## src/hdl/sxl_pkg.sv

```systemverilog
// ----------------------------------------------------------------------------
// S-expression lexer package
// Shared types, character codes and classification functions.
// ----------------------------------------------------------------------------
package sxl_pkg;

   localparam int unsigned MAX_RESULTS = 3;
   localparam int unsigned QUEUE_DEPTH = 4;
   localparam int unsigned LEVEL_W     = $clog2(QUEUE_DEPTH + 1);

   localparam logic [7:0] MAX_LEN_RESET = 8'd99;

   typedef enum logic [2:0] {
      MODE_IDLE    = 3'd0,
      MODE_COMMENT = 3'd1,
      MODE_MINUS   = 3'd2,
      MODE_NUMBER  = 3'd3,
      MODE_SYMBOL  = 3'd4
   } mode_type;

   localparam logic [2:0] KIND_LPAREN = 3'd0;
   localparam logic [2:0] KIND_RPAREN = 3'd1;
   localparam logic [2:0] KIND_QUOTE  = 3'd2;
   localparam logic [2:0] KIND_NUMBER = 3'd3;
   localparam logic [2:0] KIND_SYMBOL = 3'd4;

   localparam logic [1:0] EV_CHAR   = 2'd0;
   localparam logic [1:0] EV_END    = 2'd1;
   localparam logic [1:0] EV_SINGLE = 2'd2;

   localparam logic [7:0] CHAR_LPAREN  = 8'h28;
   localparam logic [7:0] CHAR_RPAREN  = 8'h29;
   localparam logic [7:0] CHAR_QUOTE   = 8'h27;
   localparam logic [7:0] CHAR_SEMI    = 8'h3B;
   localparam logic [7:0] CHAR_MINUS   = 8'h2D;
   localparam logic [7:0] CHAR_NEWLINE = 8'h0A;
   localparam logic [7:0] CHAR_SPACE   = 8'h20;
   localparam logic [7:0] CHAR_TAB     = 8'h09;
   localparam logic [7:0] CHAR_CR      = 8'h0D;
   localparam logic [7:0] CHAR_ZERO    = 8'h30;
   localparam logic [7:0] CHAR_NINE    = 8'h39;

   typedef logic [LEVEL_W-1:0] level_type;

   typedef struct packed {
      logic [2:0] token_kind;
      logic [1:0] event_res;
      logic [7:0] char_value;
      logic       too_long;
      logic       last;
   } result_type;

   typedef struct packed {
      logic [1:0]                   count;
      result_type [MAX_RESULTS-1:0] res;
   } push_type;

   function automatic logic is_space(input logic [7:0] c);
      // tab, newline, vertical tab, form feed and carriage return are contiguous
      return (c == CHAR_SPACE) || ((c >= CHAR_TAB) && (c <= CHAR_CR));
   endfunction

   function automatic logic is_digit(input logic [7:0] c);
      return (c >= CHAR_ZERO) && (c <= CHAR_NINE);
   endfunction

   function automatic logic is_delim(input logic [7:0] c);
      return (c == CHAR_LPAREN) || (c == CHAR_RPAREN) || (c == CHAR_QUOTE) || is_space(c);
   endfunction

   function automatic result_type make_result(input logic [2:0] kind,
                                              input logic [1:0] ev,
                                              input logic [7:0] ch,
                                              input logic       tl);
      result_type r;
      r.token_kind = kind;
      r.event_res  = ev;
      r.char_value = ch;
      r.too_long   = tl;
      r.last       = 1'b0;
      return r;
   endfunction

endpackage

```

## src/hdl/sxl_core.sv

```systemverilog
// ----------------------------------------------------------------------------
// S-expression lexer core
// Lexer state and the single-pass classification of one character into up
// to three result words.
// ----------------------------------------------------------------------------
module sxl_core (
   input  logic             clock,
   input  logic             reset,
   input  logic             accept,
   input  logic [7:0]       char_in,
   input  logic [7:0]       max_len,
   output sxl_pkg::push_type push
);
   import sxl_pkg::*;

   mode_type   mode_ff, mode_in;
   logic [7:0] len_ff, len_in;
   logic       ovf_ff, ovf_in;

   always_ff @(posedge clock) begin
      if (reset) begin
         mode_ff <= MODE_IDLE;
         len_ff  <= 8'd0;
         ovf_ff  <= 1'b0;
      end else if (accept) begin
         mode_ff <= mode_in;
         len_ff  <= len_in;
         ovf_ff  <= ovf_in;
      end
   end

   always_comb begin
      mode_type                     mode;
      logic [7:0]                   len;
      logic                         ovf;
      logic [1:0]                   n;
      logic                         restart;
      result_type [MAX_RESULTS-1:0] res;

      mode    = mode_ff;
      len     = len_ff;
      ovf     = ovf_ff;
      n       = 2'd0;
      restart = 1'b0;
      res     = '0;

      case (mode_ff)
         MODE_COMMENT: begin
            if (char_in == CHAR_NEWLINE) mode = MODE_IDLE;
         end
         MODE_MINUS: begin
            if (is_digit(char_in)) begin
               mode = MODE_NUMBER;
               if (len < max_len) begin
                  len    = len + 8'd1;
                  res[n] = make_result(KIND_NUMBER, EV_CHAR, CHAR_MINUS, 1'b0);
                  n      = n + 2'd1;
               end else ovf = 1'b1;
               if (len < max_len) begin
                  len    = len + 8'd1;
                  res[n] = make_result(KIND_NUMBER, EV_CHAR, char_in, 1'b0);
                  n      = n + 2'd1;
               end else ovf = 1'b1;
            end else begin
               if (len < max_len) begin
                  len    = len + 8'd1;
                  res[n] = make_result(KIND_SYMBOL, EV_CHAR, CHAR_MINUS, 1'b0);
                  n      = n + 2'd1;
               end else ovf = 1'b1;
               if (is_delim(char_in)) begin
                  res[n]  = make_result(KIND_SYMBOL, EV_END, char_in, ovf);
                  n       = n + 2'd1;
                  restart = 1'b1;
               end else begin
                  mode = MODE_SYMBOL;
                  if (len < max_len) begin
                     len    = len + 8'd1;
                     res[n] = make_result(KIND_SYMBOL, EV_CHAR, char_in, 1'b0);
                     n      = n + 2'd1;
                  end else ovf = 1'b1;
               end
            end
         end
         MODE_NUMBER: begin
            if (is_digit(char_in)) begin
               if (len < max_len) begin
                  len    = len + 8'd1;
                  res[n] = make_result(KIND_NUMBER, EV_CHAR, char_in, 1'b0);
                  n      = n + 2'd1;
               end else ovf = 1'b1;
            end else begin
               res[n]  = make_result(KIND_NUMBER, EV_END, char_in, ovf);
               n       = n + 2'd1;
               restart = 1'b1;
            end
         end
         MODE_SYMBOL: begin
            if (is_delim(char_in)) begin
               res[n]  = make_result(KIND_SYMBOL, EV_END, char_in, ovf);
               n       = n + 2'd1;
               restart = 1'b1;
            end else begin
               if (len < max_len) begin
                  len    = len + 8'd1;
                  res[n] = make_result(KIND_SYMBOL, EV_CHAR, char_in, 1'b0);
                  n      = n + 2'd1;
               end else ovf = 1'b1;
            end
         end
         default: restart = 1'b1;
      endcase

      // treat the terminating character as the start of a new token
      if (restart) begin
         mode = MODE_IDLE;
         len  = 8'd0;
         ovf  = 1'b0;
         if (is_space(char_in)) begin
            mode = MODE_IDLE;
         end else if (char_in == CHAR_SEMI) begin
            mode = MODE_COMMENT;
         end else if (char_in == CHAR_LPAREN) begin
            res[n] = make_result(KIND_LPAREN, EV_SINGLE, char_in, 1'b0);
            n      = n + 2'd1;
         end else if (char_in == CHAR_RPAREN) begin
            res[n] = make_result(KIND_RPAREN, EV_SINGLE, char_in, 1'b0);
            n      = n + 2'd1;
         end else if (char_in == CHAR_QUOTE) begin
            res[n] = make_result(KIND_QUOTE, EV_SINGLE, char_in, 1'b0);
            n      = n + 2'd1;
         end else if (char_in == CHAR_MINUS) begin
            mode = MODE_MINUS;
         end else begin
            mode = is_digit(char_in) ? MODE_NUMBER : MODE_SYMBOL;
            if (len < max_len) begin
               len    = len + 8'd1;
               res[n] = make_result(is_digit(char_in) ? KIND_NUMBER : KIND_SYMBOL,
                                    EV_CHAR, char_in, 1'b0);
               n      = n + 2'd1;
            end else ovf = 1'b1;
         end
      end

      if (n != 2'd0) res[n - 2'd1].last = 1'b1;

      mode_in    = mode;
      len_in     = len;
      ovf_in     = ovf;
      push.count = accept ? n : 2'd0;
      push.res   = res;
   end

endmodule

```

## src/hdl/sxl_queue.sv

```systemverilog
// ----------------------------------------------------------------------------
// S-expression lexer result buffer
// Shifting queue that takes up to three words per cycle and hands out one per cycle unless rsp_stall holds it.
// ----------------------------------------------------------------------------
module sxl_queue (
   input  logic                clock,
   input  logic                reset,
   input  sxl_pkg::push_type   push,
   input  logic                rsp_stall,
   output logic                rsp_valid,
   output sxl_pkg::result_type head,
   output sxl_pkg::level_type  level
);
   import sxl_pkg::*;

   result_type slots_ff [QUEUE_DEPTH];
   result_type slots_in [QUEUE_DEPTH];
   level_type  level_ff, level_in;
   level_type  wr_base;
   logic       pop;

   assign rsp_valid = (level_ff != '0);
   assign head      = slots_ff[0];
   assign level     = level_ff;
   assign pop       = rsp_valid && !rsp_stall;
   assign wr_base   = level_ff - {{(LEVEL_W-1){1'b0}}, pop};
   assign level_in  = wr_base + {{(LEVEL_W-2){1'b0}}, push.count};

   always_comb begin
      for (int j = 0; j < QUEUE_DEPTH - 1; j++) begin
         slots_in[j] = pop ? slots_ff[j + 1] : slots_ff[j];
      end
      slots_in[QUEUE_DEPTH - 1] = slots_ff[QUEUE_DEPTH - 1];
      for (int j = 0; j < QUEUE_DEPTH; j++) begin
         for (int i = 0; i < MAX_RESULTS; i++) begin
            if ((2'(i) < push.count) && (LEVEL_W'(j) == wr_base + LEVEL_W'(i)))
               slots_in[j] = push.res[i];
         end
      end
   end

   always_ff @(posedge clock) begin
      if (reset) begin
         level_ff <= '0;
      end else begin
         level_ff <= level_in;
      end
   end

   always_ff @(posedge clock) begin
      for (int j = 0; j < QUEUE_DEPTH; j++) slots_ff[j] <= slots_in[j];
   end

endmodule

```

## src/hdl/sexpr_token_lexer.sv

```systemverilog
// ----------------------------------------------------------------------------
// S-expression token lexer
// Classifies a byte stream into parentheses, quotes, numbers and symbols.
// ----------------------------------------------------------------------------
// One character is taken per cycle and classified in that cycle; its zero to
// three result words go into a four-word buffer, and one word leaves per
// cycle unless rsp_stall holds it. The input stalls while the buffer holds
// more than one word, so with no output stall, characters that each give at
// most one word run at one character per cycle; one giving two or three words
// stalls the input until the buffer drains to one word; output is registered.
module sexpr_token_lexer (
   input  logic       clock,
   input  logic       reset,
   input  logic       req_valid,
   output logic       req_stall,
   input  logic [7:0] req_char_in,
   output logic       rsp_valid,
   input  logic       rsp_stall,
   output logic [2:0] rsp_token_kind,
   output logic [1:0] rsp_event_res,
   output logic [7:0] rsp_char_value,
   output logic       rsp_too_long,
   output logic       rsp_last,
   input  logic       csr_valid,
   output logic       csr_ready,
   input  logic [7:0] csr_max_token_len
);
   import sxl_pkg::*;

   logic [7:0] max_len_ff;
   logic       accept;
   push_type   push;
   result_type head;
   level_type  level;

   assign csr_ready = 1'b1;
   assign req_stall = (level > LEVEL_W'(QUEUE_DEPTH - MAX_RESULTS));
   assign accept    = req_valid && !req_stall;

   always_ff @(posedge clock) begin
      if (reset) begin
         max_len_ff <= MAX_LEN_RESET;
      end else if (csr_valid && csr_ready) begin
         max_len_ff <= csr_max_token_len;
      end
   end

   sxl_core u_core (
      .clock   (clock),
      .reset   (reset),
      .accept  (accept),
      .char_in (req_char_in),
      .max_len (max_len_ff),
      .push    (push)
   );

   sxl_queue u_queue (
      .clock     (clock),
      .reset     (reset),
      .push      (push),
      .rsp_stall (rsp_stall),
      .rsp_valid (rsp_valid),
      .head      (head),
      .level     (level)
   );

   assign rsp_token_kind = head.token_kind;
   assign rsp_event_res  = head.event_res;
   assign rsp_char_value = head.char_value;
   assign rsp_too_long   = head.too_long;
   assign rsp_last       = head.last;

   a_level_bound: assert property (@(posedge clock) disable iff (reset)
      level <= LEVEL_W'(QUEUE_DEPTH))
      else $error("result buffer over capacity");

   a_level_track: assert property (@(posedge clock) disable iff (reset)
      !$past(reset) |->
         level == $past(level) + {{(LEVEL_W-2){1'b0}}, $past(push.count)}
                  - {{(LEVEL_W-1){1'b0}}, $past(rsp_valid && !rsp_stall)})
      else $error("result buffer level out of step with words moved");

   a_last_mark: assert property (@(posedge clock) disable iff (reset)
      (push.count != 2'd1 || push.res[0].last)
      && (push.count != 2'd2 || (push.res[1].last && !push.res[0].last))
      && (push.count != 2'd3
          || (push.res[2].last && !push.res[1].last && !push.res[0].last)))
      else $error("last flag not on the final word of a character");

endmodule
```

## config.mk

```make
export PLATFORM = sky130hd
export DESIGN_NAME = sexpr_token_lexer
export DESIGN_NICKNAME = d
export VERILOG_FILES = /design/src/hdl/sxl_pkg.sv /design/src/hdl/sxl_core.sv /design/src/hdl/sxl_queue.sv /design/src/hdl/sexpr_token_lexer.sv
export SDC_FILE = /design/constraint.sdc
export NUM_CORES = 1
export LEC_CHECK = 0
export ABC_AREA = 1
export BUFFER_PORTS_ARGS = -buffer_cell sky130_fd_sc_hd__buf_2
export CORE_MARGIN = 8
export CORE_UTILIZATION = 50
export DETAILED_ROUTE_END_ITERATION = 8
export GPL_ROUTABILITY_DRIVEN = 0
export PLACE_DENSITY = 0.65
export SLEW_MARGIN = 10
export SYNTH_ARGS = -nofsm -noshare
export SYNTH_HDL_FRONTEND = slang
export SYNTH_HIERARCHICAL = 1
export SYNTH_SLANG_ARGS = --single-unit
```

## constraint.sdc

```tcl
create_clock -name clock -period 6.55 [get_ports clock]
set_clock_uncertainty 0.15 [all_clocks]
set_input_delay 0.3275 -clock clock [delete_from_list [all_inputs] [get_ports clock]]
set_output_delay 0.3275 -clock clock [all_outputs]
set_load 0.03 [all_outputs]
```

# --- Word-level counts from Yosys, hierarchy flattened ---
# Memories as Yosys holds them, arrays and structs flattened.
# Cells that the tools add are included.
totals:
  ff_bits: 23
  ram_bits: 60
  input_bits: 21
  mem_count: 1
classes:
  add_sub_neg: 11
  order_cmp: 20
  eq_ne: 24
  mux: 130
  n_reduce_logical: 35
mem_list:
  columns: ["memory", "words", "width", "read_ports", "rd_ports_with_merged_regs", "write_ports", "line", "source"]
  rows:
  - ["u_queue.slots_ff", 4, 15, 4, 0, 4, "sxl_queue.sv:16", "result_type slots_ff [QUEUE_DEPTH];"]
op_table:
  columns: ["op", "n"]
  rows:
  - ["2-to-1 mux 45 bit", 13]
  - ["2-to-1 mux 15 bit", 26]
  - ["bitwise mux 45 bit", 8]
  - ["2-to-1 mux 8 bit", 17]
  - ["demux 15 bit (select 2 bit)", 4]
  - ["== test 8 x 6 -> 1 bit (second input constant)", 6]
  - ["one-hot mux 15 bit (3 select lines)", 1]
  - ["2-to-1 mux 2 bit", 19]
  - ["2-to-1 mux 3 bit", 11]
  - ["2-to-1 mux 30 bit", 1]
  - ["2-to-1 mux 14 bit", 2]
  - ["adder 8 x 1 -> 8 bit (second input constant)", 3]
  - ["< comparator 8 bit", 3]
  - ["one-hot mux 8 bit (3 select lines)", 1]
  - ["2-to-1 mux 1 bit", 23]
  - ["logical AND 1 bit", 20]
  - ["== test 2 x 3 -> 1 bit (first input constant)", 6]
  - ["< comparator 2 x 3 -> 1 bit (second input constant)", 4]
  - ["== test 1 x 3 -> 1 bit (first input constant)", 3]
  - ["zero test 3 bit", 3]
  - ["== test 8 x 4 -> 1 bit (second input constant)", 1]
  - [">= comparator 2 x 1 -> 1 bit (second input constant)", 4]
  - [">= comparator 8 x 4 -> 1 bit (second input constant)", 1]
  - [">= comparator 8 x 6 -> 1 bit (second input constant)", 1]
  - ["28 further kinds", 39]

# --- Depth between registers and ports, before layout ---
logic_depth:
  word_depth: 28
  depth_mapped: 39
  mapped_depth_nobuf: 36

# --- Hierarchy ---
# Netlist, hierarchy kept.
modules_own_cells:
  columns: ["mod", "n_inst", "cells_each", "area_per_inst_um2"]
  rows:
  - ["sxl_queue", 1, 569, 4374.2]
  - ["sxl_core", 1, 456, 2657.5]
  - ["sexpr_token_lexer", 1, 48, 329.1]

# --- Least setup slack after synthesis ---
# Ideal clock, no wire load.
synth_path:
  path_kind: "register to register"
  start: "register, netlist name max_len_ff[7]"
  end: "memory u_queue/slots_ff[1][0] (netlist bit), enable pin"
  setup_time_ns: 0.375
  arrival_ns: 5.320
  required_time_ns: 6.025
  slack_ns: 0.706
  path_stages_with_launch: 32
  path_buffers: 2
  synth_period_minus_slack_ns: 5.844
  path_cell_list: "dfxtp_1 -> inv_1 -> ha_1 -> a21oi_1 -> o21a_1 -> nand2_2 -> buf_2 -> nor3b_1 -> nand4_1 -> xor2_1 -> inv_1 -> ha_1 -> nand2_1 -> nor2_1 -> a211oi_1 -> a21boi_1 -> ha_1 -> nand2_1 -> nor2_1 -> inv_1 -> nand2_1 -> inv_1 -> ha_1 -> inv_1 -> o21ai_2 -> inv_2 -> nor2_1 -> inv_2 -> nor2_2 -> nand2_4 -> clkbuf_1 -> nand4_1"
synth_rtl:
  columns: ["item", "line"]
  rows:
  - ["end: declaration", "sxl_queue.sv:16"]

==> results.json <==
{
  "grt_start_max_net_pins": 53,
  "ant_nets": 0,
  "drive_gt1_share_pct": 14.1,
  "avgSynthCellArea_sq_um": 6.86,
  "critPathArrivalTime_ps": 5880,
  "cp-end-kind": "register",
  "cts_hold_buf": 0,
  "die-width_um": 137,
  "muxShareOfSynthArea_pct": 0,
  "reg2reg_setup_slack_ps": 560,
  "num_vias": 7150,
  "ir_drop_uv": 253,
  "power_density_nw_per_um2": 494,
  "fin_crit_sh_pct": 91.4,
  "io_pins": 39,
  "multi_input_area_sq_um": 4250,
  "r2r_end": "u_queue/slots_ff[2][8]",
  "area_growth_pct": 7.68,
  "grt_setup_unrepaired": "no",
  "switching_share_pct": 51.4,
  "num_rows": 44,
  "synth_top_cells_by_area": "edfxtp_1, nand2_1, nand3_1",
  "dr.first_iter.drc_count": 769,
  "initial_core_util_pct": 50.8,
  "netlist_instances": 1073,
  "synthAdderAreaFrac_pct": 4.52,
  "antenna_found_initial": 0,
  "synth_top_family_by_area": "simple AND/OR/NAND/NOR gates",
  "dieArea_sq_um": 18900,
  "wl_per_cell_um": 15.4,
  "p_int_mw": 1.91,
  "clock_latency_ps": 350,
  "path_max_fanout": 16,
  "core-area_sq_um": 14500,
  "cts_buffer_depth": 2,
  "layout.area.seq_sq_um": 2260,
  "async_flop_share_pct": 0,
  "max_freq_mhz": 167,
  "die_y_um": 137,
  "cts.htree.levels": 3,
  "cp_slowest_cell": "dfxtp_1",
  "port_buffers": 37,
  "setup-tns-final_ps": 0,
  "grt_pass1_vias": 6336,
  "viasPerCell": 5.59,
  "fillerInstances": 1458,
  "place_ws_ps": 508,
  "yosys_register_bits": 83,
  "num_antenna_cells": 0,
  "first_pass_iters": 5,
  "yosys.area_share.simple_pct": 39.8,
  "reg2reg_depth": 30,
  "clkPwrFrac_pct": 14.4,
  "seq_power_share_pct": 24.9,
  "synth-compound-area-share_pct": 12.0,
  "run_status": "finished clean",
  "synth-edff-count": 60,
  "timing.rr.start": "max_len_ff[7]",
  "cp_common_cell": "inv_1",
  "slew_viol_final": 0,
  "crit_path_end": "u_queue/slots_ff[2][8]",
  "numCtsBuffers": 9,
  "post_synth_xor_area_fraction_pct": 1.05,
  "tightest_slew_ps": 967,
  "cpPeakStageDelay_ps": 330,
  "ys.flop_type": "edfxtp_1",
  "syn_area_sq_um": 7360,
  "critPathLaunch": "max_len_ff[7]",
  "synth_top_area_share_pct": 24.5,
  "drc": 0,
  "ys_seq_area_share_pct": 30.7,
  "fin_ws_ps": 564,
  "cp.required_ps": 6450,
  "dp.final_hpwl_mm": 15.4,
  "path_class": "reg -> reg",
  "grt_first_pass_wirelength_mm": 32.4,
  "combinationalPowerShare_pct": 60.7,
  "root_buffer": "clkbuf_16",
  "routed_wl_mm": 19.7,
  "synth_area_leader_cell": "edfxtp_1",
  "finalSetupViolations": 0,
  "worstSetupStartpointType": "register",
  "gr-total-overflow": 0,
  "track_usage_pct": 21.4,
  "cap_violations": 0,
  "cts_sinks": 83,
  "leakagePower_nw": 3.77,
  "period_needed_ps": 5990,
  "ys_warn_count": 6,
  "p_switching_mw": 2.01,
  "cts_tree": "built",
  "path_clk_slew_ps": 60,
  "min_path_type": "in -> reg",
  "final_nets": 1138,
  "hold_viol": 0,
  "max-slew-margin-rel_pct": 35.2,
  "synth.distinct_cells": 53
}
==> final cells by class <==
type                            count  share of cell area, %
Clock buffer                        9                   2.84
Clock inverter                      7                   1.26
Sequential cell                    83                   28.5
Tap cell                          184                   2.90
Inverter                          142                   6.85
Multi-Input combinational cell    801                   53.7
Timing Repair Buffer               54                   3.95
==> critical path: cells and delay by family (launching register included) <==
family,cells,cell delay [ps]
and+or+nand+nor,10,1370
AOI/OAI and AO/OA,6,1430
DFF,1,330
buffers and inverters,10,1270
adders and majority gates,4,1100
==> layer usage <==
layer	vias to the layer above	routed length (um)	track usage (%)
li1	3620	-	-
met1	3262	9090	29.2
met2	251	8910	34.1
met3	17	1490	4.49
met4	0	187	4.77
met5	-	0	0
==> synth_stat cells (all sizes together), types with 2 or more instances <==
cell    count
o22ai       3
xor2        7
a31oi      24
edfxtp     60
clkbuf      4
o211ai      3
clkinv      2
nor3b       2
dfxtp      23
nand2     334
nand4      59
buf        44
nand3      99
and2        2
conb        2
nand3b      2
o21a        3
or2         2
nor3       15
inv       140
ha         25
a21oi      58
o21ai      55
nor4        2
nor2       95
o21bai      2
==> cells by family after synthesis <==
logic type	Yosys count
and+or+nand+nor	613
buffers and inverters	190
AOI/OAI and AO/OA	151
DFF	83
adders and majority gates	26
xor gates and xnor gates	8
other	2
==> registers in the layout, summed over array words and instances (netlist names) <==
name	count
max_len_ff	8
u_core/len_ff	8
u_core/mode_ff	3
u_core/ovf_ff	1
u_queue/level	3
u_queue/slots_ff	60
==> stage by stage <==
step / cell area (sq um) / hold slack [ps] / cells / power (mW) / utilization, %
5_1_grt: 7930 / 49.3 / 1280 / 4.21 / 54.7
4_1_cts: 7910 / 27.9 / 1280 / 3.90 / 54.6
3_3_place_gp: 7590 / 297 / 1264 / 3.32 / 52.4
2_1_floorplan: 7360 / 244 / 1074 / 2.83 / -
3_5_place_dp: 7590 / 303 / 1264 / 3.33 / 52.4
6_report: 7930 / 42.7 / 1280 / 3.92 / 54.7
==> cells in the final DEF (no fill, tap or decap), types with 15 or more instances in the layout <==
cell / n
a31oi_1: 24
o21ai_0: 28
nor3_1: 15
nor2_1: 79
buf_4: 17
nand4_1: 59
buf_2: 37
nand2_1: 312
inv_1: 121
inv_2: 15
o21ai_1: 17
ha_1: 25
dfxtp_1: 23
nand3_1: 93
edfxtp_1: 60
a21oi_1: 52
==> power by group through the flow <==
stage          combinational [mW]  sequential [mW]  clock, mW
4_1_cts                      2.35            0.977      0.575
3_5_place_dp                 2.34            0.987          0
3_3_place_gp                 2.34            0.982          0
5_1_grt                      2.62            0.993      0.597
6_report                     2.38            0.974      0.565
2_1_floorplan                1.76             1.08          0
==> worst min-delay path by stage <==
stage / from / end / depth (start not counted)
2_1_floorplan: reset / u_queue/level[1] / 1
3_3_place_gp: max_len_ff[5] / max_len_ff[5] / 2
3_5_place_dp: max_len_ff[5] / max_len_ff[5] / 2
4_1_cts: csr_max_token_len[0] / max_len_ff[0] / 3
5_1_grt: csr_max_token_len[1] / max_len_ff[1] / 3
6_report: csr_max_token_len[0] / max_len_ff[0] / 3
==> repair_timing <==
item / 4_1_cts / 5_1_grt
endpoints found under the setup margin: 0 / 45
setup buffers: 0 / 0
resized for setup: 0 / 3
hold endpoints to repair: 0 / 0
No activity file was read; power rests on OpenSTA's default activity.
